`config.mk`:
```
export PLATFORM = sky130hd
export DESIGN_NAME = playfair_digraph_decipher_unit_flat
export DESIGN_NICKNAME = d
export VERILOG_FILES = /design/src/hw/rtl/pfd_pkg.sv /design/src/hw/rtl/pfd_if.sv /design/src/hw/rtl/playfair_digraph_decipher_unit.sv /design/src/hw/rtl/pfd_match_lane.sv /design/src/hw/rtl/pfd_merge.sv /design/src/flat_wrapper.sv
export SDC_FILE = /design/constraint.sdc
export NUM_CORES = 1
export LEC_CHECK = 0
export BUFFER_PORTS_ARGS = -buffer_cell sky130_fd_sc_hd__buf_2
export CORE_MARGIN = 2
export CORE_UTILIZATION = 50
export CTS_CLUSTER_DIAMETER = 200
export DETAILED_ROUTE_END_ITERATION = 8
export PLACE_DENSITY = 0.68
export SYNTH_ARGS = -nofsm -noshare
export SYNTH_HDL_FRONTEND = slang
export SYNTH_HIERARCHICAL = 1
export SYNTH_SLANG_ARGS = --single-unit
```
`constraint.sdc`:
```
create_clock -name clk_i -period 4.6 [get_ports clk_i]
set_input_delay 0.23 -clock clk_i [delete_from_list [all_inputs] [get_ports clk_i]]
set_output_delay 0.23 -clock clk_i [all_outputs]
set_load 0.05 [all_outputs]
```
`src/hw/rtl/pfd_pkg.sv`:
```
`timescale 1ns / 1ps
// ----------------------------------------------------------------------------
// pfd_pkg
// Shared types and constants of the Playfair digraph decipher unit.
// ----------------------------------------------------------------------------
package pfd_pkg;

  localparam int unsigned Side      = 5;
  localparam int unsigned CellCount = Side * Side;
  localparam int unsigned LetterW   = 5;
  localparam int unsigned RowW      = $clog2(Side);
  localparam int unsigned KeyWordW  = 60;
  localparam int unsigned WordCells = KeyWordW / LetterW;
  localparam int unsigned CfgIdxW   = 2;

  typedef logic [LetterW-1:0] letter_t;
  typedef logic [RowW-1:0]    coord_t;
  typedef letter_t [CellCount-1:0] cells_t;

  typedef enum logic [CfgIdxW-1:0] {
    CFG_KEY_LOW  = 2'd0,
    CFG_KEY_HIGH = 2'd1,
    CFG_KEY_LAST = 2'd2
  } cfg_idx_e;

  // Per-cell compare outcome for both letters of a digraph
  typedef struct packed {
    logic first;
    logic second;
  } lane_match_t;

  // Merged match vectors carried between stages
  typedef struct packed {
    logic [CellCount-1:0] first;
    logic [CellCount-1:0] second;
  } match_vec_t;

endpackage

```
`src/hw/rtl/pfd_if.sv`:
```
`timescale 1ns / 1ps
// ----------------------------------------------------------------------------
// pfd_if
// Channel interfaces: ciphertext input, plaintext output, configuration write.
// ----------------------------------------------------------------------------
interface pfd_in_if import pfd_pkg::*; ();
  logic    valid;
  logic    ready;
  letter_t cipher_first;
  letter_t cipher_second;
  logic    last_pair;

  modport source (output valid, cipher_first, cipher_second, last_pair, input ready);
  modport sink   (input valid, cipher_first, cipher_second, last_pair, output ready);
endinterface

interface pfd_out_if import pfd_pkg::*; ();
  logic    valid;
  logic    ready;
  letter_t plain_first;
  letter_t plain_second;
  logic    letter_not_found;
  logic    last_out;

  modport source (output valid, plain_first, plain_second, letter_not_found, last_out,
                  input ready);
  modport sink   (input valid, plain_first, plain_second, letter_not_found, last_out,
                  output ready);
endinterface

interface pfd_cfg_if import pfd_pkg::*; ();
  logic                valid;
  logic                ready;
  logic [CfgIdxW-1:0]  index;
  logic [KeyWordW-1:0] data;

  modport source (output valid, index, data, input ready);
  modport sink   (input valid, index, data, output ready);
endinterface

```
`src/hw/rtl/playfair_digraph_decipher_unit.sv`:
```
`timescale 1ns / 1ps
// ----------------------------------------------------------------------------
// playfair_digraph_decipher_unit
// Playfair digraph decipher: 25 compare lanes locate both letters, a merge
// stage applies the row, column and rectangle rules.
// ----------------------------------------------------------------------------
//  channel   dir  handshake      payload
//  cfg_i     in   valid/ready    index, data (key square words)
//  cipher_i  in   valid/ready    cipher_first, cipher_second, last_pair
//  plain_o   out  valid/ready    plain_first, plain_second, letter_not_found,
//                                last_out
//
//  One digraph per cycle while plain_o is ready; each result passes the lane
//  compare register, then the merge stage into the output register, where
//  plain_o.valid is raised.
//  Reset clears the key square to zero and empties both stages.
//  A stall on plain_o holds the output register; the lane stage keeps
//  accepting until it too is full. cfg_i is always ready.
// ----------------------------------------------------------------------------
module playfair_digraph_decipher_unit import pfd_pkg::*; (
  input  logic      clk_i,
  input  logic      rst_ni,
  pfd_cfg_if.sink   cfg_i,
  pfd_in_if.sink    cipher_i,
  pfd_out_if.source plain_o
);

  logic [KeyWordW-1:0] key_low_q, key_high_q;
  letter_t             key_last_q;
  cells_t              cells;

  match_vec_t match_d, match_q;
  logic       last1_q;
  logic       s1_valid_q;
  logic       s1_advance;

  letter_t plain_first_d, plain_second_d;
  logic    not_found_d;
  letter_t plain_first_q, plain_second_q;
  logic    not_found_q, last_out_q;
  logic    out_valid_q;

  // Configuration
  assign cfg_i.ready = 1'b1;

  always_ff @(posedge clk_i or negedge rst_ni) begin
    if (!rst_ni) begin
      key_low_q  <= '0;
      key_high_q <= '0;
      key_last_q <= '0;
    end else if (cfg_i.valid) begin
      unique case (cfg_i.index)
        CFG_KEY_LOW:  key_low_q  <= cfg_i.data;
        CFG_KEY_HIGH: key_high_q <= cfg_i.data;
        CFG_KEY_LAST: key_last_q <= cfg_i.data[LetterW-1:0];
        default: ;
      endcase
    end
  end

  for (genvar i = 0; i < WordCells; i++) begin : g_cells
    assign cells[i]           = key_low_q[i*LetterW +: LetterW];
    assign cells[WordCells+i] = key_high_q[i*LetterW +: LetterW];
  end
  assign cells[CellCount-1] = key_last_q;

  // Compare lanes
  for (genvar i = 0; i < CellCount; i++) begin : g_lane
    lane_match_t lm;
    pfd_match_lane u_lane (
      .cell_i   (cells[i]),
      .first_i  (cipher_i.cipher_first),
      .second_i (cipher_i.cipher_second),
      .match_o  (lm)
    );
    assign match_d.first[i]  = lm.first;
    assign match_d.second[i] = lm.second;
  end

  // Pipeline control: advance stage 1 when the output slot is free or draining
  assign s1_advance     = !out_valid_q || plain_o.ready;
  assign cipher_i.ready = !s1_valid_q || s1_advance;

  always_ff @(posedge clk_i or negedge rst_ni) begin
    if (!rst_ni) begin
      s1_valid_q  <= 1'b0;
      out_valid_q <= 1'b0;
    end else begin
      if (cipher_i.ready) s1_valid_q <= cipher_i.valid;
      if (s1_advance)     out_valid_q <= s1_valid_q;
    end
  end

  always_ff @(posedge clk_i) begin
    if (cipher_i.valid && cipher_i.ready) begin
      match_q <= match_d;
      last1_q <= cipher_i.last_pair;
    end
    if (s1_valid_q && s1_advance) begin
      plain_first_q  <= plain_first_d;
      plain_second_q <= plain_second_d;
      not_found_q    <= not_found_d;
      last_out_q     <= last1_q;
    end
  end

  pfd_merge u_merge (
    .match_i        (match_q),
    .cells_i        (cells),
    .plain_first_o  (plain_first_d),
    .plain_second_o (plain_second_d),
    .not_found_o    (not_found_d)
  );

  assign plain_o.valid            = out_valid_q;
  assign plain_o.plain_first      = plain_first_q;
  assign plain_o.plain_second     = plain_second_q;
  assign plain_o.letter_not_found = not_found_q;
  assign plain_o.last_out         = last_out_q;

endmodule

```
`src/hw/rtl/pfd_match_lane.sv`:
```
`timescale 1ns / 1ps
// ----------------------------------------------------------------------------
// pfd_match_lane
// Compares one key square cell against both ciphertext letters.
// ----------------------------------------------------------------------------
module pfd_match_lane import pfd_pkg::*; (
  input  letter_t     cell_i,
  input  letter_t     first_i,
  input  letter_t     second_i,
  output lane_match_t match_o
);

  assign match_o.first  = (cell_i == first_i);
  assign match_o.second = (cell_i == second_i);

endmodule

```
`src/hw/rtl/pfd_merge.sv`:
```
`timescale 1ns / 1ps
// ----------------------------------------------------------------------------
// pfd_merge
// Combines lane matches into positions, applies the three Playfair rules
// and selects the plaintext letters from the key square.
// ----------------------------------------------------------------------------
module pfd_merge import pfd_pkg::*; (
  input  match_vec_t match_i,
  input  cells_t     cells_i,
  output letter_t    plain_first_o,
  output letter_t    plain_second_o,
  output logic       not_found_o
);

  logic   found_a, found_b;
  coord_t row_a, col_a, row_b, col_b;
  coord_t trow_a, tcol_a, trow_b, tcol_b;
  letter_t sel_a, sel_b;

  function automatic coord_t step_back(coord_t x);
    coord_t r;
    if (x == '0) r = coord_t'(Side - 1);
    else         r = x - coord_t'(1);
    return r;
  endfunction

  // Lowest-numbered matching cell wins: scan downwards, last hit sticks
  always_comb begin
    found_a = 1'b0;
    found_b = 1'b0;
    row_a   = '0;
    col_a   = '0;
    row_b   = '0;
    col_b   = '0;
    for (int r = Side - 1; r >= 0; r--) begin
      for (int c = Side - 1; c >= 0; c--) begin
        if (match_i.first[r*Side+c]) begin
          found_a = 1'b1;
          row_a   = coord_t'(r);
          col_a   = coord_t'(c);
        end
        if (match_i.second[r*Side+c]) begin
          found_b = 1'b1;
          row_b   = coord_t'(r);
          col_b   = coord_t'(c);
        end
      end
    end
  end

  always_comb begin
    if (row_a == row_b) begin
      trow_a = row_a;
      tcol_a = step_back(col_a);
      trow_b = row_b;
      tcol_b = step_back(col_b);
    end else if (col_a == col_b) begin
      trow_a = step_back(row_a);
      tcol_a = col_a;
      trow_b = step_back(row_b);
      tcol_b = col_b;
    end else begin
      trow_a = row_a;
      tcol_a = col_b;
      trow_b = row_b;
      tcol_b = col_a;
    end
  end

  // One-hot AND-OR select over the square
  always_comb begin
    sel_a = '0;
    sel_b = '0;
    for (int r = 0; r < Side; r++) begin
      for (int c = 0; c < Side; c++) begin
        if (trow_a == coord_t'(r) && tcol_a == coord_t'(c)) sel_a = sel_a | cells_i[r*Side+c];
        if (trow_b == coord_t'(r) && tcol_b == coord_t'(c)) sel_b = sel_b | cells_i[r*Side+c];
      end
    end
  end

  assign not_found_o    = !(found_a && found_b);
  assign plain_first_o  = not_found_o ? '0 : sel_a;
  assign plain_second_o = not_found_o ? '0 : sel_b;

endmodule
```
`src/flat_wrapper.sv`:
```
// flat-port wrapper written by rule: the top's interface ports become plain ports
module playfair_digraph_decipher_unit_flat import pfd_pkg::*;
  (clk_i, rst_ni, cfg_i_valid, cfg_i_index, cfg_i_data, cfg_i_ready, cipher_i_valid, cipher_i_cipher_first, cipher_i_cipher_second, cipher_i_last_pair, cipher_i_ready, plain_o_valid, plain_o_plain_first, plain_o_plain_second, plain_o_letter_not_found, plain_o_last_out, plain_o_ready);
  pfd_cfg_if cfg_i_i ();
  pfd_in_if cipher_i_i ();
  pfd_out_if plain_o_i ();
  input  logic clk_i;
  input  logic rst_ni;
  input wire logic [$bits(cfg_i_i.valid)-1:0] cfg_i_valid;
  input wire logic [$bits(cfg_i_i.index)-1:0] cfg_i_index;
  input wire logic [$bits(cfg_i_i.data)-1:0] cfg_i_data;
  output wire logic [$bits(cfg_i_i.ready)-1:0] cfg_i_ready;
  input wire logic [$bits(cipher_i_i.valid)-1:0] cipher_i_valid;
  input wire logic [$bits(cipher_i_i.cipher_first)-1:0] cipher_i_cipher_first;
  input wire logic [$bits(cipher_i_i.cipher_second)-1:0] cipher_i_cipher_second;
  input wire logic [$bits(cipher_i_i.last_pair)-1:0] cipher_i_last_pair;
  output wire logic [$bits(cipher_i_i.ready)-1:0] cipher_i_ready;
  output wire logic [$bits(plain_o_i.valid)-1:0] plain_o_valid;
  output wire logic [$bits(plain_o_i.plain_first)-1:0] plain_o_plain_first;
  output wire logic [$bits(plain_o_i.plain_second)-1:0] plain_o_plain_second;
  output wire logic [$bits(plain_o_i.letter_not_found)-1:0] plain_o_letter_not_found;
  output wire logic [$bits(plain_o_i.last_out)-1:0] plain_o_last_out;
  input wire logic [$bits(plain_o_i.ready)-1:0] plain_o_ready;
  assign cfg_i_i.valid = cfg_i_valid;
  assign cfg_i_i.index = cfg_i_index;
  assign cfg_i_i.data = cfg_i_data;
  assign cfg_i_ready = cfg_i_i.ready;
  assign cipher_i_i.valid = cipher_i_valid;
  assign cipher_i_i.cipher_first = cipher_i_cipher_first;
  assign cipher_i_i.cipher_second = cipher_i_cipher_second;
  assign cipher_i_i.last_pair = cipher_i_last_pair;
  assign cipher_i_ready = cipher_i_i.ready;
  assign plain_o_valid = plain_o_i.valid;
  assign plain_o_plain_first = plain_o_i.plain_first;
  assign plain_o_plain_second = plain_o_i.plain_second;
  assign plain_o_letter_not_found = plain_o_i.letter_not_found;
  assign plain_o_last_out = plain_o_i.last_out;
  assign plain_o_i.ready = plain_o_ready;
  playfair_digraph_decipher_unit u_core (.clk_i(clk_i), .rst_ni(rst_ni), .cfg_i(cfg_i_i), .cipher_i(cipher_i_i), .plain_o(plain_o_i));
endmodule
```
## Word-level counts from Yosys, hierarchy flattened

Cells that the tools add are included.

| storage, ports and cells | value |
|---|---|
| bits of input ports | 78 |
| flip-flop bits (word level) | 190 |

| cells by class | value |
|---|---|
| bitwise logic cells | 48 |
| mux-type cells | 210 |
| equal/unequal tests | 70 |
| reductions and logical operators | 70 |
| add/sub/neg operators | 4 |

Operator list:

| operator | number |
|---|---|
| 3-bit 2-to-1 mux | 110 |
| 5-bit equality test | 50 |
| 5-bit 2-to-1 mux | 50 |
| 5-bit bitwise OR | 48 |
| 1-bit logical AND | 53 |
| 1-bit 2-to-1 mux | 50 |
| 3-bit by 2-bit equality test with 1-bit output (second input constant) | 8 |
| 3-bit zero test | 8 |
| 3-bit by 1-bit equality test with 1-bit output (second input constant) | 4 |
| 3-bit equality test (second input constant) | 4 |
| 3-bit by 1-bit subtractor with 3-bit output (second input constant) | 4 |
| 3-bit equality test | 2 |
| 2-bit AND reduction | 3 |
| 1-bit zero test | 3 |
| 2-bit by 1-bit equality test with 1-bit output (second input constant) | 1 |
| 2-bit equality test (second input constant) | 1 |
| 2-bit zero test | 1 |
| 1-bit logical OR | 2 |

## Longest topological paths before layout

| depth | value |
|---|---|
| depth after elaboration | 80 |
| gate-level depth with buffers | 15 |
| gate-level depth less buffers | 14 |

## Modules after synthesis

The synthesis kept the hierarchy.

Modules (own cells, without submodules):

| module | area each (um^2) | seq. area each (um^2) | times used | cells an instance |
|---|---|---|---|---|
| playfair_digraph_decipher_unit | 6696.4 | 5069.9 | 1 | 338 |
| pfd_merge | 3309.4 | 0.0 | 1 | 469 |
| pfd_match_lane | 117.6 | 0.0 | 25 | 14 |

## Worst setup path before layout

OpenSTA, ideal clock, no wires.

| path | value |
|---|---|
| kind | register -> register |
| start point | reg u_core/match_q[25] (netlist name) |
| end point | reg u_core.plain_second_q[3], in the netlist u_core/plain_o.plain_second[3], data pin |
| setup slack | 0.996 ns |
| period minus slack after synthesis | 3.604 ns |
| required time | 4.330 ns |
| stages on the path, launching flop included | 12 |
| data arrival time | 3.334 ns |
| cell sequence | edfxtp_1 -> or4_1 -> a311oi_2 -> xor2_1 -> or3_1 -> buf_4 -> nand4_4 -> mux2_2 -> a22o_1 -> a22o_1 -> a221oi_1 -> a31oi_1 |

| between the ends | value |
|---|---|
| word-level cells in the longest chain between the ends | 55 |

RTL lines:

| item | RTL line | text |
|---|---|---|
| start, declared | playfair_digraph_decipher_unit.sv:32 | `match_vec_t match_d, match_q;` |
| start signal, assigned | playfair_digraph_decipher_unit.sv:96 | `match_q <= match_d;` |
| 3-bit 2-to-1 mux | pfd_merge.sv:37 | `if (match_i.first[r*Side+c]) begin` |
| 3-bit equality test | pfd_merge.sv:57 | `end else if (col_a == col_b) begin` |
| 3-bit 2-to-1 mux | pfd_merge.sv:57 |  |
| 3-bit 2-to-1 mux | pfd_merge.sv:52 | `if (row_a == row_b) begin` |
| 3-bit zero test | pfd_merge.sv:77 | `if (trow_b == coord_t'(r) && tcol_b == coord_t'(c)) sel_b = sel_b \| cells_i[r*Side+c];` |
| 1-bit logical AND | pfd_merge.sv:77 |  |
| 5-bit 2-to-1 mux | pfd_merge.sv:77 |  |
| 5-bit bitwise OR | pfd_merge.sv:77 |  |
| [39 not listed] | -- |  |
| 5-bit bitwise OR | pfd_merge.sv:77 |  |
| 5-bit 2-to-1 mux | pfd_merge.sv:77 |  |
| 5-bit bitwise OR | pfd_merge.sv:77 |  |
| 5-bit 2-to-1 mux | pfd_merge.sv:77 |  |
| 5-bit bitwise OR | pfd_merge.sv:77 |  |
| 5-bit 2-to-1 mux | pfd_merge.sv:77 |  |
| 5-bit bitwise OR | pfd_merge.sv:77 |  |
| 5-bit 2-to-1 mux | pfd_merge.sv:77 |  |
| end signal, assigned | playfair_digraph_decipher_unit.sv:101 | `plain_second_q <= plain_second_d;` |
| end, declared | playfair_digraph_decipher_unit.sv:39 | `letter_t plain_first_q, plain_second_q;` |

Several ways; a longest one is shown, not always the timed one.
A chain may end at the register's enable or synchronous reset.

## Worst setup path after layout

| path | value |
|---|---|
| start point | reg u_core/match_q[17] (netlist name) |
| end point | reg u_core.plain_second_q[1], in the netlist u_core/plain_o.plain_second[1], data pin |

| between the ends | value |
|---|---|
| word-level cells in the longest chain between the ends | 73 |

RTL lines:

| item | RTL line | text |
|---|---|---|
| 3-bit 2-to-1 mux (18 in a row) | pfd_merge.sv:42 | `if (match_i.second[r*Side+c]) begin` |
| 3-bit by 1-bit subtractor with 3-bit output or 3-bit zero test (tied branches) | pfd_merge.sv:23, pfd_merge.sv:22 |  |
| 3-bit 2-to-1 mux | pfd_merge.sv:22 | `if (x == '0) r = coord_t'(Side - 1);` |
| 3-bit 2-to-1 mux | pfd_merge.sv:57 |  |
| 3-bit 2-to-1 mux | pfd_merge.sv:52 |  |
| 3-bit zero test | pfd_merge.sv:77 |  |
| 1-bit logical AND | pfd_merge.sv:77 |  |
| 5-bit 2-to-1 mux | pfd_merge.sv:77 |  |
| [40 not listed] | -- |  |
| 5-bit bitwise OR | pfd_merge.sv:77 |  |
| 5-bit 2-to-1 mux | pfd_merge.sv:77 |  |
| 5-bit bitwise OR | pfd_merge.sv:77 |  |
| 5-bit 2-to-1 mux | pfd_merge.sv:77 |  |
| 5-bit bitwise OR | pfd_merge.sv:77 |  |
| 5-bit 2-to-1 mux | pfd_merge.sv:77 |  |
| 5-bit bitwise OR | pfd_merge.sv:77 |  |
| 5-bit 2-to-1 mux | pfd_merge.sv:77 |  |

Several ways; a longest one is shown, not always the timed one.

==> flow_summary.ini <==
[detailed_routing]
drt_iter0_drc = 1764
drtPass1Iterations = 8
drt-vias-per-instance = 6.60
routed_wl_mm = 47.6
final_antenna_net_count = 0
drcViolationCount = 0
wl_per_cell_um = 29.5
vias = 10700

[sta]
hold_viol = 0
min_period_ns = 4.41
clock_skew_ns = 0.0140
worst-slew-pin-transition_ns = 1.13
slew_violations = 0
rsz0062_at_grt = no
tns_ns = 0
finalCritPeriodShare = 0.958
max_slew_margin = 0.243
fin_ws_ns = 0.192
setup_viol = 0
fmax_ghz = 0.227

[yosys]
avgSynthCellArea_sq_um = 11.2
ys.warnings.count = 6
yosysTopAreaCell = dfrtp_1
syn_area_sq_um = 12900
synth-seq-area-share = 0.392
synthFlopType = dfrtp_1
syn_nets = 1239
synth_top_area_share = 0.245
syn_inst = 1157
yosys-top-cells-area = dfrtp_1 25%, edfxtp_1 15%, mux2_2 11%, xnor2_1 10%, xor2_1 7.0%
async_flop_share = 0.668
synth_seq_cells = 190
ys_types = 80
synth_edf_count = 63

[global_routing]
antenna_found_initial = 3
grt_max_degree = 61
grt_pass1_wl_mm = 69.4
first_global_vias = 10200
grt_use_total = 0.356
grt-ovfl-total = 0

[clock_network]
cts.sink_count = 190
clkTransAtPathRegs_ns = 0.08
clk_latency_ns = 0.44
cts_tree = done
root_buffer = clkbuf_16
post_cts_buffers = 0
cts_buffers = 17
clockBufferDepth = 2
cts_htree_levels = 4

[floorplanning]
die_x_um = 165
coreArea_sq_um = 25300
ios = 93
die_area_sq_um = 27200
die_h_um = 165
initial_core_util = 0.511
placementRows = 58

[power_and_ir_drop]
ir_worst_vdd_mv = 0.242
p_per_area_nw_per_um2 = 415
leakagePower_nw = 5.43
total_power_mw = 6.01

[place]
detailed_place_hpwl_mm = 36.3
io_buffers = 91
dp_worst_setup_slack_ns = 0.334
gp_congestion = 1.00

[final_layout]
n_fill_cell = 2197
area_delta_synth_final_pct = 11.9
final_layout_size_suffix_gt1_frac = 0.288
multi_input_area_sq_um = 7560
seqCellArea_sq_um = 5070
nets = 1354

[worst_setup_path]
worstSetupPathType = flip-flop to flip-flop
worstPathMaxFanout = 16
crit_arrival_ns = 4.64
start_kind = flip-flop
critPathRequiredTime_ns = 4.83
critPathCaptureType = flip-flop

[status]
status = complete, no violations

[flow_run]
cap_viol_max_count = 0

[min_path]
hp-class = input port to flip-flop
layout make-up:
class,instances,area share
diodes,1,0.000173
clock buffers,19,0.0299
clock inverters,13,0.00864
inverters,16,0.00415
multi-input cells,912,0.522
flip-flops and latches,190,0.350
well taps,330,0.0285
repair buffers,135,0.0567
worst paths after layout:
check	startpoint	to	slack [ns]	cells after the start
worst max-delay path	u_core/match_q[17]	u_core/plain_o.plain_second[1]	0.19	13
min in group asynchronous	rst_ni	u_core/key_high_q[48]	0.31	2
worst min-delay path	cfg_i_data[55]	u_core/key_low_q[55]	0.01	2
worst max register to register	u_core/match_q[17]	u_core/plain_o.plain_second[1]	0.19	13
worst min register to register	u_core/last1_q	u_core/plain_o.last_out	0.45	0
max in group asynchronous	rst_ni	u_core/key_high_q[15]	3.34	3
cell usage after synthesis (14+ instances only):
cell type	instances
a21oi_1	21
a222oi_1	27
a22o_1	32
a22oi_1	33
buf_6	14
dfrtp_1	127
edfxtp_1	63
inv_1	16
mux2_2	132
mux2i_1	23
nand2_1	26
nand3_1	66
nor2_1	37
nor3_1	21
nor3_2	51
o21ai_0	24
xnor2_1	153
xor2_1	103
where the power goes:
part / total (mW) / switching (mW) / internal [mW]
registers: 2.64 / 0.598 / 2.04
clock network: 1.46 / 0.738 / 0.719
logic: 1.91 / 1.04 / 0.870
registers in the layout, summed over array words and instances (netlist names):
name	cells
u_core/match_q	50
u_core/plain_o.plain_first	5
u_core/key_low_q	60
u_core/plain_o.letter_not_found	1
u_core/plain_o.valid	1
u_core/plain_o.last_out	1
u_core/last1_q	1
u_core/key_high_q	60
u_core/s1_valid_q	1
u_core/plain_o.plain_second	5
u_core/key_last_q	5
cell families (layout without fill, tap and decap cells):
group	count (synthesis)	count (layout)	synth area share
flops	190	190	0.392
mux	162	162	0.139
xor+xnor	256	256	0.173
compound gates	218	218	0.132
other cells	1	2	0.000290
simple gates	271	271	0.133
fa+ha+maj	4	4	0.00387
buf+inv	55	183	0.0264
worst max-delay path, cell delays in order, from the launching register on:
cell,delay (ns)
edfxtp_1,0.45
nor4_1,0.51
a211oi_1,0.22
o31ai_2,0.41
xnor2_1,0.18
or3_1,0.44
buf_4,0.24
or4_1,0.50
o31ai_2,0.29
a222oi_1,0.25
a21oi_1,0.22
a2111oi_0,0.08
buf_4,0.16
a31oi_1,0.23
stage by stage:
stage / cell area, sq um / instances / util / hold WS [ns]
3_5_place_dp: 13900 / 1580 / 0.548 / 0.249
3_3_place_gp: 13900 / 1580 / 0.548 / 0.252
5_1_grt: 14500 / 1615 / 0.572 / 0.0209
4_1_cts: 14500 / 1615 / 0.572 / 0.00912
6_report: 14500 / 1616 / 0.572 / 0.0145
2_1_floorplan: 12900 / 1157 / - / -0.0656
per-layer routing:
metal / wire length, um / vias to the layer above / GRT usage
met1: 20000 / 5382 / 0.489
li1: - / 4612 / -
met4: 1820 / 0 / 0.126
met5: 0 / - / 0
met3: 4130 / 123 / 0.0703
met2: 21700 / 550 / 0.562
cell usage in the layout, fill, tap and decap left out, types with 6 or more instances in the layout:
cell type,synthesis,layout
a211oi_1,6,6
a21oi_1,21,21
a221oi_1,7,7
a222oi_1,27,27
a22o_1,32,32
a22oi_1,33,33
a31oi_1,12,12
and2_1,11,10
buf_2,12,90
buf_4,4,40
clkbuf_16,0,17
dfrtp_1,127,127
edfxtp_1,63,63
inv_1,16,16
mux2_2,132,132
mux2i_1,23,20
nand2_1,26,26
nand2b_1,8,8
nand3_1,66,66
nor2_1,37,37
nor2b_1,7,7
nor3_1,21,21
nor3_2,51,51
nor4_1,12,11
o21ai_0,24,24
or4_1,7,7
xnor2_1,153,153
xor2_1,103,103
timing repair:
action,4_1_cts,5_1_grt
hold endpoints to repair,46,0
hold buffers,3,0
resized for setup,0,1
setup endpoints to repair,0,3
Note: power is estimated with default switching activity, not from simulation.
